**src/rtl/aflf_pkg.sv**
```systemverilog
`default_nettype none
// ----------------------------------------------------------------------------
// Adaptive lag filter package
// Shared widths, constants and transaction types for the adaptive
// first-order lag filter.
// ----------------------------------------------------------------------------
package aflf_pkg;

    // Sample width and derived widths
    localparam int SAMPLE_WIDTH = 16;
    localparam int GAIN_WIDTH   = 9;
    localparam int BASE_WIDTH   = 8;
    localparam int RUN_WIDTH    = 6;
    // A weight (0..256) times a sample, plus headroom for the sum
    localparam int PROD_WIDTH   = SAMPLE_WIDTH + GAIN_WIDTH + 1;
    localparam int FRAC_BITS    = 8;

    // Adaptation constants
    localparam int BIG_STEP     = 8;
    localparam int RUN_LIMIT    = 30;
    localparam int GAIN_ONE     = 256;
    localparam int GAIN_BOOST   = 30;
    localparam int GAIN_LOW     = 3;
    localparam int STEP_SMALL   = 1;
    localparam int STEP_BIG     = 6;

    // Default depth of the queue between front and back
    localparam int CMD_DEPTH    = 4;

    // Input transaction
    typedef struct packed {
        logic signed [SAMPLE_WIDTH-1:0] new_sample;
        logic signed [SAMPLE_WIDTH-1:0] previous_output;
        logic        [BASE_WIDTH-1:0]   base_gain;
        logic                           previous_direction;
    } in_t;

    // Result transaction
    typedef struct packed {
        logic signed [SAMPLE_WIDTH-1:0] filtered_value;
        logic                           direction;
        logic        [GAIN_WIDTH-1:0]   gain_in_use;
    } out_t;

    // Work handed from the front to the back
    typedef struct packed {
        logic signed [SAMPLE_WIDTH-1:0] new_sample;
        logic signed [SAMPLE_WIDTH-1:0] previous_output;
        logic        [GAIN_WIDTH-1:0]   gain;
        logic                           direction;
    } cmd_t;

endpackage : aflf_pkg
`default_nettype wire

```
**src/rtl/aflf_fifo.sv**
```systemverilog
`default_nettype none
// ----------------------------------------------------------------------------
// Small synchronous queue
// Register-based circular queue with occupancy count; full and empty are
// decoded from the count register.
// ----------------------------------------------------------------------------
module aflf_fifo
    import aflf_pkg::*;
#(
    parameter type T     = cmd_t,
    parameter int  DEPTH = CMD_DEPTH
)
(
    input  wire logic clk,
    input  wire logic rst_n,
    input  wire logic push,
    input  wire T     wr_data,
    output logic      full,
    input  wire logic pop,
    output T          rd_data,
    output logic      empty
);

    localparam int PTR_WIDTH = (DEPTH > 1) ? $clog2(DEPTH) : 1;
    localparam int CNT_WIDTH = $clog2(DEPTH + 1);
    localparam logic [PTR_WIDTH-1:0] PTR_LAST = PTR_WIDTH'(DEPTH - 1);
    localparam logic [CNT_WIDTH-1:0] CNT_FULL = CNT_WIDTH'(DEPTH);

    T                     mem_reg [DEPTH];
    logic [PTR_WIDTH-1:0] wr_ptr_reg, wr_ptr_next;
    logic [PTR_WIDTH-1:0] rd_ptr_reg, rd_ptr_next;
    logic [CNT_WIDTH-1:0] count_reg,  count_next;
    logic                 do_push;
    logic                 do_pop;

    assign full    = (count_reg == CNT_FULL);
    assign empty   = (count_reg == '0);
    assign do_push = push && !full;
    assign do_pop  = pop && !empty;
    assign rd_data = mem_reg[rd_ptr_reg];

    // Pointer and count update
    always_comb
    begin
        wr_ptr_next = wr_ptr_reg;
        rd_ptr_next = rd_ptr_reg;
        count_next  = count_reg;
        if (do_push)
        begin
            wr_ptr_next = (wr_ptr_reg == PTR_LAST) ? '0 : wr_ptr_reg + 1'b1;
        end
        if (do_pop)
        begin
            rd_ptr_next = (rd_ptr_reg == PTR_LAST) ? '0 : rd_ptr_reg + 1'b1;
        end
        if (do_push && !do_pop)
        begin
            count_next = count_reg + 1'b1;
        end
        else if (do_pop && !do_push)
        begin
            count_next = count_reg - 1'b1;
        end
    end

    always_ff @(posedge clk or negedge rst_n)
    begin
        if (!rst_n)
        begin
            wr_ptr_reg <= '0;
            rd_ptr_reg <= '0;
            count_reg  <= '0;
        end
        else
        begin
            wr_ptr_reg <= wr_ptr_next;
            rd_ptr_reg <= rd_ptr_next;
            count_reg  <= count_next;
        end
    end

    // Storage
    always_ff @(posedge clk)
    begin
        if (do_push)
        begin
            mem_reg[wr_ptr_reg] <= wr_data;
        end
    end

endmodule : aflf_fifo
`default_nettype wire

```
**src/rtl/aflf_front.sv**
```systemverilog
`default_nettype none
// ----------------------------------------------------------------------------
// Adaptive lag filter front end
// Classifies each accepted sample (direction, step size), updates the run
// counter and the gain, and issues the blend command to the back end.
// ----------------------------------------------------------------------------
module aflf_front
    import aflf_pkg::*;
(
    input  wire logic clk,
    input  wire logic rst_n,
    input  wire logic accept,
    input  wire in_t  item,
    output cmd_t      cmd
);

    localparam logic signed [SAMPLE_WIDTH:0] BIG_POS = (SAMPLE_WIDTH + 1)'(BIG_STEP);
    localparam logic signed [SAMPLE_WIDTH:0] BIG_NEG = -BIG_POS;
    localparam logic [GAIN_WIDTH-1:0] GAIN_MAX   = GAIN_WIDTH'(GAIN_ONE);
    localparam logic [GAIN_WIDTH-1:0] GAIN_CEIL  = GAIN_WIDTH'(GAIN_ONE - GAIN_BOOST);
    localparam logic [GAIN_WIDTH-1:0] GAIN_ADD   = GAIN_WIDTH'(GAIN_BOOST);
    localparam logic [GAIN_WIDTH-1:0] GAIN_FLOOR = GAIN_WIDTH'(GAIN_LOW);
    localparam logic [RUN_WIDTH:0]    RUN_MAX    = (RUN_WIDTH + 1)'(RUN_LIMIT);
    localparam logic [RUN_WIDTH:0]    INC_SMALL  = (RUN_WIDTH + 1)'(STEP_SMALL);
    localparam logic [RUN_WIDTH:0]    INC_BIG    = (RUN_WIDTH + 1)'(STEP_BIG);

    logic [GAIN_WIDTH-1:0]    gain_reg, gain_next;
    logic [RUN_WIDTH-1:0]     run_reg,  run_next;
    logic                     dir_reg,  dir_next;
    logic signed [SAMPLE_WIDTH:0] diff;
    logic                     big_step;
    logic [RUN_WIDTH:0]       run_sum;
    logic [GAIN_WIDTH-1:0]    boost_sum;
    logic [GAIN_WIDTH-1:0]    gain_raised;

    // Difference and its classification
    assign diff     = {item.new_sample[SAMPLE_WIDTH-1], item.new_sample}
                    - {item.previous_output[SAMPLE_WIDTH-1], item.previous_output};
    assign big_step = (diff > BIG_POS) || (diff < BIG_NEG);

    // Candidate run count and raised gain
    assign run_sum     = {1'b0, run_reg} + (big_step ? INC_BIG : INC_SMALL);
    assign boost_sum   = {1'b0, item.base_gain} + GAIN_ADD;
    assign gain_raised = (boost_sum > GAIN_MAX) ? GAIN_MAX : boost_sum;

    // State update for one sample
    always_comb
    begin
        dir_next  = dir_reg;
        run_next  = run_reg;
        gain_next = gain_reg;
        if (diff > 0)
        begin
            dir_next = 1'b1;
        end
        else if (diff < 0)
        begin
            dir_next = 1'b0;
        end

        if (dir_next == item.previous_direction)
        begin
            if (run_sum > RUN_MAX)
            begin
                run_next = '0;
                if (gain_reg <= GAIN_CEIL)
                begin
                    gain_next = gain_raised;
                end
            end
            else
            begin
                run_next = run_sum[RUN_WIDTH-1:0];
            end
        end
        else
        begin
            run_next  = '0;
            gain_next = GAIN_FLOOR;
        end
    end

    always_ff @(posedge clk or negedge rst_n)
    begin
        if (!rst_n)
        begin
            gain_reg <= '0;
            run_reg  <= '0;
            dir_reg  <= 1'b0;
        end
        else if (accept)
        begin
            gain_reg <= gain_next;
            run_reg  <= run_next;
            dir_reg  <= dir_next;
        end
    end

    // Command for the back end
    always_comb
    begin
        cmd.new_sample      = item.new_sample;
        cmd.previous_output = item.previous_output;
        cmd.gain            = gain_next;
        cmd.direction       = dir_next;
    end

endmodule : aflf_front
`default_nettype wire

```
**src/rtl/aflf_back.sv**
```systemverilog
`default_nettype none
// ----------------------------------------------------------------------------
// Adaptive lag filter back end
// Two-stage blend: stage one forms both weighted products, stage two adds
// them, drops the fraction and holds the result until it is popped.
// ----------------------------------------------------------------------------
module aflf_back
    import aflf_pkg::*;
(
    input  wire logic clk,
    input  wire logic rst_n,
    input  wire cmd_t cmd,
    input  wire logic cmd_valid,
    output logic      cmd_pop,
    output out_t      result,
    output logic      empty,
    input  wire logic pop
);

    localparam logic [GAIN_WIDTH-1:0] GAIN_MAX = GAIN_WIDTH'(GAIN_ONE);

    logic signed [PROD_WIDTH-1:0] prod_old_reg, prod_old_next;
    logic signed [PROD_WIDTH-1:0] prod_new_reg, prod_new_next;
    logic [GAIN_WIDTH-1:0]        s1_gain_reg;
    logic                         s1_dir_reg;
    logic                         s1_valid_reg;
    out_t                         out_reg, out_next;
    logic                         out_valid_reg;
    logic                         out_adv;
    logic                         s1_adv;
    logic [GAIN_WIDTH-1:0]        weight_old;
    logic signed [PROD_WIDTH-1:0] weight_old_ext;
    logic signed [PROD_WIDTH-1:0] gain_ext;
    logic signed [PROD_WIDTH-1:0] prev_ext;
    logic signed [PROD_WIDTH-1:0] new_ext;
    logic signed [PROD_WIDTH-1:0] blend_sum;

    // Pipeline advance
    assign out_adv = !out_valid_reg || pop;
    assign s1_adv  = !s1_valid_reg || out_adv;
    assign cmd_pop = cmd_valid && s1_adv;

    // Stage one: weighted products, operands widened to the product width
    assign weight_old     = GAIN_MAX - cmd.gain;
    assign weight_old_ext = $signed({{(PROD_WIDTH - GAIN_WIDTH){1'b0}}, weight_old});
    assign gain_ext       = $signed({{(PROD_WIDTH - GAIN_WIDTH){1'b0}}, cmd.gain});
    assign prev_ext       = $signed({{(PROD_WIDTH - SAMPLE_WIDTH){cmd.previous_output[SAMPLE_WIDTH-1]}},
                                     cmd.previous_output});
    assign new_ext        = $signed({{(PROD_WIDTH - SAMPLE_WIDTH){cmd.new_sample[SAMPLE_WIDTH-1]}},
                                     cmd.new_sample});
    assign prod_old_next  = weight_old_ext * prev_ext;
    assign prod_new_next  = gain_ext * new_ext;

    always_ff @(posedge clk or negedge rst_n)
    begin
        if (!rst_n)
        begin
            s1_valid_reg <= 1'b0;
        end
        else if (s1_adv)
        begin
            s1_valid_reg <= cmd_valid;
        end
    end

    always_ff @(posedge clk)
    begin
        if (s1_adv)
        begin
            prod_old_reg <= prod_old_next;
            prod_new_reg <= prod_new_next;
            s1_gain_reg  <= cmd.gain;
            s1_dir_reg   <= cmd.direction;
        end
    end

    // Stage two: sum and floor shift
    assign blend_sum = prod_old_reg + prod_new_reg;

    always_comb
    begin
        out_next.filtered_value = blend_sum[FRAC_BITS +: SAMPLE_WIDTH];
        out_next.direction      = s1_dir_reg;
        out_next.gain_in_use    = s1_gain_reg;
    end

    always_ff @(posedge clk or negedge rst_n)
    begin
        if (!rst_n)
        begin
            out_valid_reg <= 1'b0;
        end
        else if (out_adv)
        begin
            out_valid_reg <= s1_valid_reg;
        end
    end

    always_ff @(posedge clk)
    begin
        if (out_adv)
        begin
            out_reg <= out_next;
        end
    end

    assign result = out_reg;
    assign empty  = !out_valid_reg;

endmodule : aflf_back
`default_nettype wire

```
**src/rtl/adaptive_first_order_lag_filter_unit.sv**
```systemverilog
`default_nettype none
// An accepted sample passes through the queue, the stage-one registers and the output register before its result shows.
// Throughput: one sample per cycle while the queue is not full; the gain and run-count update is a single
// compare-and-add step in the front end, the blend is a two-stage pipeline.
// Reset: asynchronous, active low; clears gain, run count, direction and queues.
// ----------------------------------------------------------------------------
// Adaptive first-order lag filter
// Front end updates the adaptive gain per sample, a short queue decouples it
// from the back end that blends previous and new sample with that gain.
// ----------------------------------------------------------------------------
module adaptive_first_order_lag_filter_unit
    import aflf_pkg::*;
#(
    parameter int QUEUE_DEPTH = CMD_DEPTH
)
(
    input  wire logic clk,
    input  wire logic rst_n,
    input  wire logic push,
    input  wire in_t  in_data,
    output logic      full,
    input  wire logic pop,
    output out_t      out_data,
    output logic      empty
);

    cmd_t cmd_in;
    cmd_t cmd_out;
    logic cmd_full;
    logic cmd_empty;
    logic cmd_pop;
    logic accept;

    assign full   = cmd_full;
    assign accept = push && !cmd_full;

    // Classification and gain adaptation
    aflf_front u_front
    (
        .clk    (clk),
        .rst_n  (rst_n),
        .accept (accept),
        .item   (in_data),
        .cmd    (cmd_in)
    );

    // Queue between front and back
    aflf_fifo #(
        .T     (cmd_t),
        .DEPTH (QUEUE_DEPTH)
    ) u_cmd_fifo
    (
        .clk     (clk),
        .rst_n   (rst_n),
        .push    (accept),
        .wr_data (cmd_in),
        .full    (cmd_full),
        .pop     (cmd_pop),
        .rd_data (cmd_out),
        .empty   (cmd_empty)
    );

    // Weighted blend
    aflf_back u_back
    (
        .clk       (clk),
        .rst_n     (rst_n),
        .cmd       (cmd_out),
        .cmd_valid (!cmd_empty),
        .cmd_pop   (cmd_pop),
        .result    (out_data),
        .empty     (empty),
        .pop       (pop)
    );

endmodule : adaptive_first_order_lag_filter_unit
`default_nettype wire
```
**config.mk**
```make
export PLATFORM = sky130hd
export DESIGN_NAME = adaptive_first_order_lag_filter_unit
export DESIGN_NICKNAME = d
export VERILOG_FILES = /design/src/rtl/aflf_pkg.sv /design/src/rtl/aflf_fifo.sv /design/src/rtl/aflf_front.sv /design/src/rtl/aflf_back.sv /design/src/rtl/adaptive_first_order_lag_filter_unit.sv
export SDC_FILE = /design/constraint.sdc
export NUM_CORES = 1
export LEC_CHECK = 0
export BUFFER_PORTS_ARGS = -buffer_cell sky130_fd_sc_hd__buf_4
export CORE_MARGIN = 2
export CORE_UTILIZATION = 44
export DETAILED_ROUTE_END_ITERATION = 16
export GPL_TIMING_DRIVEN = 1
export PLACE_DENSITY_LB_ADDON = 0.12
export SLEW_MARGIN = 20
export SYNTH_ARGS = -nofsm -noshare
export SYNTH_HDL_FRONTEND = slang
export SYNTH_SLANG_ARGS = --single-unit
export TNS_END_PERCENT = 100
```
**constraint.sdc**
```tcl
create_clock -name clk -period 10.93 [get_ports clk]
set_clock_uncertainty 0.2 [all_clocks]
set_input_delay 1.093 -clock clk [delete_from_list [all_inputs] [get_ports clk]]
set_output_delay 1.093 -clock clk [all_outputs]
set_load 0.02 [all_outputs]
```
==> results of run 1 <==
==> cell usage in the layout, fill, tap and decap left out, types with 6 or more instances in the layout <==
master | netlist | layout
a211oi_1 | 6 | 6
a21o_1 | 33 | 33
a21oi_1 | 56 | 56
a31oi_1 | 7 | 7
and2_1 | 166 | 162
buf_4 | 0 | 86
clkbuf_1 | 37 | 7
clkbuf_16 | 0 | 30
dfrtp_1 | 25 | 23
edfxtp_1 | 252 | 252
fa_1 | 233 | 233
ha_1 | 153 | 153
inv_1 | 319 | 318
mux2_2 | 6 | 6
mux2i_1 | 8 | 8
mux4_2 | 40 | 40
nand2_1 | 172 | 171
nand2b_1 | 11 | 11
nand3_1 | 19 | 19
nand4_1 | 8 | 8
nor2_1 | 64 | 64
nor2b_1 | 23 | 23
nor3_1 | 23 | 23
o211ai_1 | 7 | 7
o21a_1 | 18 | 18
o21ai_0 | 31 | 31
o21bai_1 | 6 | 6
xnor2_1 | 61 | 59
xor2_1 | 24 | 22
==> cell type report <==
cell class                      count  share of cell area [%]
Multi-Input combinational cell   1259                   51.41
Sequential cell                   277                   33.60
Inverter                          319                   4.909
Tap cell                          672                   3.447
Clock buffer                       39                   3.299
Timing Repair Buffer               86                   2.647
Clock inverter                     15                  0.6874
==> metal layers <==
| layer | up-vias | track usage [%] | wire length, um |
|---|---|---|---|
| met5 | - | 0 | 0 |
| met4 | 0 | 3.881 | 867 |
| met3 | 56 | 2.038 | 1418 |
| met2 | 201 | 31.49 | 22560 |
| met1 | 6930 | 26.87 | 22850 |
| li1 | 6470 | - | - |
==> kinds of logic after synthesis <==
group           synth area share, %
simple gates                  12.01
fa+ha+maj                     29.81
buf+inv                       6.247
flops                         37.12
compound gates                6.695
xor+xnor                      3.373
mux                           4.750
==> worst paths after layout <==
check,from,endpoint,slack [ns]
worst max-delay path,u_cmd_fifo.rd_ptr_reg[0]$_DFFE_PN0P_,u_back.prod_old_reg[23]$_DFFE_PN_,2.94
worst min-delay path,rst_n,u_front.run_reg[3]$_DFFE_PN0P_,0.22
worst max register to register,u_cmd_fifo.rd_ptr_reg[0]$_DFFE_PN0P_,u_back.prod_old_reg[23]$_DFFE_PN_,2.94
worst min register to register,u_back.s1_gain_reg[0]$_DFFE_PN_,u_back.result[0]$_DFFE_PP_,0.22
max in group asynchronous,rst_n,u_cmd_fifo.rd_ptr_reg[1]$_DFFE_PN0P_,10.02
min in group clk,u_back.s1_gain_reg[0]$_DFFE_PN_,u_back.result[0]$_DFFE_PP_,0.22
==> per-stage QoR <==
stage	utilization (%)	hold WS (ns)	std cells	area [sq um]	setup slack [ns]
after global routing	48.91	0.2271	2667	24390	2.304
after detailed placement	46.96	0.2045	2613	23420	2.865
after floorplan	-	0.2003	1900	22070	3.472
final	48.91	0.2157	2667	24390	2.943
after CTS	48.91	0.2102	2667	24390	2.852
after global placement	46.95	0.2046	2613	23410	2.653
==> run metrics, run 1 <==
post-CTS setup repair buffer count=0; syn avg cell area=11.62 sq um; Sum Neg Setup Slack=0 ns; global route overflow=0; Worst Tran Pin Value=0.9644 ns; CTS Root Cell=clkbuf_16; Routed Antenna Nets=0; Worst Setup Path Type=reg2reg; Top Family by Delay on Critical Path=adder cells; Post-Route WL=47700 um; Fillers=4561; headroom to the max-slew limit=35.31%; die footprint=51970 sq um; vias in the first global route=14660; HPWL Detailed=36630 um; #FFs+latches synth=277; Post-synth top flop=edfxtp_1; Yosys top cell area share=34.28%; Hold WC Path Type=in2async; Async SR Flop Fraction=9.025%; synthesis-to-layout area growth=10.50%; cell depth of the worst setup path=24; largest cells by area after synthesis=edfxtp_1, fa_1, ha_1; Max Freq=0.1252 GHz; Die H=228.0 um; Req. time, crit path=11.05 ns; flip-flop count of the largest register after layout=168; Initial Utilization=44.27%; hold_buf cts=0; Slowest-stage cell, CP=mux4_2; Worst-Skew Late Latency=0.58 ns; drt first pass iters=5; Die Width=228.0 um; YS warnings=0; Tcrit/Tclk final=73.08%; Clock Sinks=277; part of the Yosys area used for sequential elements=37.12%; Wirelength per Cell=17.88 um; most used cell, CP=fa_1; RSZ-0062 raised after global routing=no; initial antenna violation count=0; FP Rows=82; Final Net Count=2404; WP buf/inv=3; Multi-input gate area=12540 sq um; overall routing resource usage=18.86%; core footprint=49860 sq um; Post-CTS Resized=0; I/O Buffers=72; Worst Path Arrival=8.11 ns; Gate Count Post-Synth=1900; clock buffer depth=3; depth of the most critical reg-to-reg path=24; area leader, netlist=edfxtp_1; crit path max fanout=32; CP max stage delay=0.79 ns; fraction of layout cells with a size suffix above 1=10.33%; critical path startpoint category=flop; max-slew violations=0; first-pass GRT wire length=78190 um; EDFF count, synth=252; cell area after synthesis=22070 sq um; status=finished, final reports clean; CTS tree=yes; Inserted Diodes=0; Final Setup Violations=0; cells along the critical path=buf_4, mux4_2, nor3_1, nand4_1, xor2_2, and2_1, ha_1, inv_1, fa_1, fa_1, fa_1, fa_1, inv_1, ha_1, a21oi_1, nand2_1, a21o_1, a21o_1, a31o_2, nand4_1, a31oi_1, or2_2, a31oi_1, xnor2_1; Sequential Area=8195 sq um; drt drc=0; Syn Nets=2331; Tmin final=7.987 ns; Worst setup EP type=flop; initial drt markers=679; Worst-path clk slew=0.06 ns; Distinct cells, synth=72; top cells by count, synth=inv_1, edfxtp_1, fa_1; CTS Buf Count=30; H-tree level count=1; max-capacitance violation count=0; routed vias=13660; DR vias/cell=5.121; final number of hold-violating endpoints=0; GPL Wtd Cong=0.8319; most common cell in the netlist=inv_1; num ports=73; largest net degree at the start of global routing=58
Power of run 1 is left out: the tool's default activity adds up to more than one toggle a clock period on the data nets, which glitch-free logic cannot reach.
==> run 2: changes to the inputs <==
==> constraint.sdc (replaced) <==
create_clock -name clk -period 8.1 [get_ports clk]
set_clock_uncertainty 0.2 [all_clocks]
set_input_delay 0.81 -clock clk [delete_from_list [all_inputs] [get_ports clk]]
set_output_delay 0.81 -clock clk [all_outputs]
set_load 0.02 [all_outputs]
==> run 2 against run 1 <==
Net effect:
- cell count increased by 0.60%
- routed wire length increased by 1.8%
- count of clock-buffer cells in the layout increased by 1
- maximum frequency grew 5.9%
- die area is the same
- utilization grew 0.24 points
- critical path depth is 1 higher
- sequential cell count unchanged
- non-clock buffer count rose by 12
- via count unchanged
- cell area is 0.48% higher
==> run metrics, run 2 (synthesis results as in run 1) <==
Post-Route WL=48540 um (+1.8%); Final Setup Violations=0 (unchanged); H-tree level count=1 (unchanged); synthesis-to-layout area growth=11.03%; first-pass GRT wire length=79550 um (+1.7%); headroom to the max-slew limit=47.09% (+12 points); Worst-path clk slew=0.06 ns (about the same); CTS Root Cell=clkbuf_16; hold depth=0; Clock Sinks=277 (unchanged); Slowest-stage cell, CP=mux4_2; status=finished, final reports clean; flip-flop count of the largest register after layout=168 (unchanged); Routed Antenna Nets=0 (unchanged); Worst setup EP type=flop; DR vias/cell=5.090 (-0.60%); Max Freq=0.1326 GHz (+5.9%); overall routing resource usage=19.25% (+0.38 points); Die H=228.0 um (unchanged); final instance area=24510 sq um (+0.48%); max-slew violations=0 (unchanged); leading cell type in the layout, fill and taps excluded=inv_1; drt drc=0 (unchanged); RSZ-0062 raised after global routing=no; Tmin final=7.542 ns (-0.4456 ns); Worst-Skew Late Latency=0.59 ns (about the same); Sum Neg Setup Slack=0 ns (unchanged); largest net degree at the start of global routing=60 (+3.4%); fraction of layout cells with a size suffix above 1=10.85% (+0.53 points); GPL Wtd Cong=0.8291 (-0.34%); Req. time, crit path=8.20 ns (-2.85 ns); most frequent cells in the layout=inv_1, edfxtp_1, fa_1; final number of hold-violating endpoints=0 (unchanged); cell depth of the worst setup path=25 (+4.2%); Top Family by Delay on Critical Path=adder cells; met3 Usage GRT=1.925% (-0.11 points); Worst Tran Pin Value=0.7937 ns (-0.1707 ns); routed vias=13660 (unchanged); Most Crowded Layer GR=met2; I/O Buffers=72 (unchanged); HPWL Detailed=37310 um (+1.8%); Initial Utilization=44.27% (unchanged); clock buffer depth=3 (unchanged); Worst Path Arrival=7.65 ns (-0.46 ns); crit path max fanout=15 (-53%); CTS Buf Count=30 (unchanged); num ports=73 (unchanged); CP max stage delay=0.62 ns (-0.17 ns); global route overflow=0 (unchanged); Die Width=228.0 um (unchanged); Hold WC Path Type=reg2reg; vias in the first global route=14660 (+0.020%); max-capacitance violation count=0 (unchanged); FP Rows=82 (unchanged); most used cell, CP=fa_1; Post-DP Area=23480 sq um (+0.26%); Post-CTS Resized=0 (unchanged); CTS tree=yes; met1 Track Usage GR=27.56% (+0.69 points); core footprint=49860 sq um (unchanged); Wirelength per Cell=18.09 um (+1.2%); initial antenna violation count=2 (+2); Tcrit/Tclk final=93.11% (+20 points); critical path startpoint category=flop; met2 GRT Util=32.19% (+0.71 points); die footprint=51970 sq um (unchanged); depth of the most critical reg-to-reg path=25 (+4.2%); Final Net Count=2416 (+0.50%); Fin Hold WS=0.2206 ns (+0.004891 ns); drt first pass iters=5 (unchanged); initial drt markers=811 (+19%); WP buf/inv=5 (+2); Worst Setup Path Type=reg2reg
[run 2: changes by cell type in the layout (fill, tap and decap cells not counted), moves of 2 or more]
cell	before	now
diode_2	0	2
xor2_2	2	0
clkinv_1	5	2
buf_4	86	97
xor2_1	22	24
[run 2: repair_timing]
action / in CTS / in global routing
buffers inserted: 0 / 0
endpoints found under the hold margin: 25 / 0
hold buffers: 1 / 0
[run 2: path summary, 6_finish.rpt]
check	endpoint	slack (ns)	from
setup reg to reg	u_back.prod_old_reg[22]$_DFFE_PN_	0.56	u_cmd_fifo.rd_ptr_reg[0]$_DFFE_PN0P_
min in group asynchronous	u_front.run_reg[3]$_DFFE_PN0P_	0.47	rst_n
hold / removal	u_back.result[0]$_DFFE_PP_	0.22	u_back.s1_gain_reg[0]$_DFFE_PN_
setup / recovery	u_back.prod_old_reg[22]$_DFFE_PN_	0.56	u_cmd_fifo.rd_ptr_reg[0]$_DFFE_PN0P_
max in group asynchronous	u_cmd_fifo.rd_ptr_reg[1]$_DFFE_PN0P_	6.95	rst_n
hold reg to reg	u_back.result[0]$_DFFE_PP_	0.22	u_back.s1_gain_reg[0]$_DFFE_PN_
[run 2: through the flow]
stage	setup WS, ns	std cells	utilization [%]
after floorplan	0.6416	1900	-
after global placement	0.5250	2624	47.07
after detailed placement	0.5739	2624	47.08
after CTS	0.5182	2681	49.14
after global routing	0.2372	2681	49.14
final	0.5584	2683	49.15
[run 2: layout make-up]
| type | count | area, sq um |
|---|---|---|
| Fill cell | 4586 | 25360 |
| Multi-Input combinational cell | 1259 | 12520 |
| Sequential cell | 277 | 8195 |
| Inverter | 319 | 1197 |
| Tap cell | 672 | 840.8 |
| Clock buffer | 40 | 808.3 |
| Timing Repair Buffer | 98 | 738.2 |
| Clock inverter | 16 | 206.4 |
| Antenna cell | 2 | 5.005 |
[run 2: per-layer routing]
layer	wire (um)	up-vias
li1	-	6499
met1	22870	6862
met2	22950	243
met3	1952	53
met4	771	0
met5	0	-
[run 2: worst register-to-register path, stage by stage, from the launching register on]
cell      delay, ns
dfrtp_2        0.58
mux4_2         0.62
buf_4          0.22
inv_1          0.13
ha_1           0.20
and2_1         0.17
nand2_1        0.09
xor2_1         0.15
buf_4          0.22
and2_1         0.18
fa_1           0.49
inv_1          0.06
fa_1           0.54
fa_1           0.44
fa_1           0.47
fa_1           0.49
inv_1          0.04
ha_1           0.33
a21oi_1        0.19
nand2_1        0.07
a21o_1         0.21
a211o_1        0.27
a2111o_1       0.40
a31o_2         0.24
a21oi_1        0.18
xnor2_1        0.09
Power of run 2 is left out for the same reason.
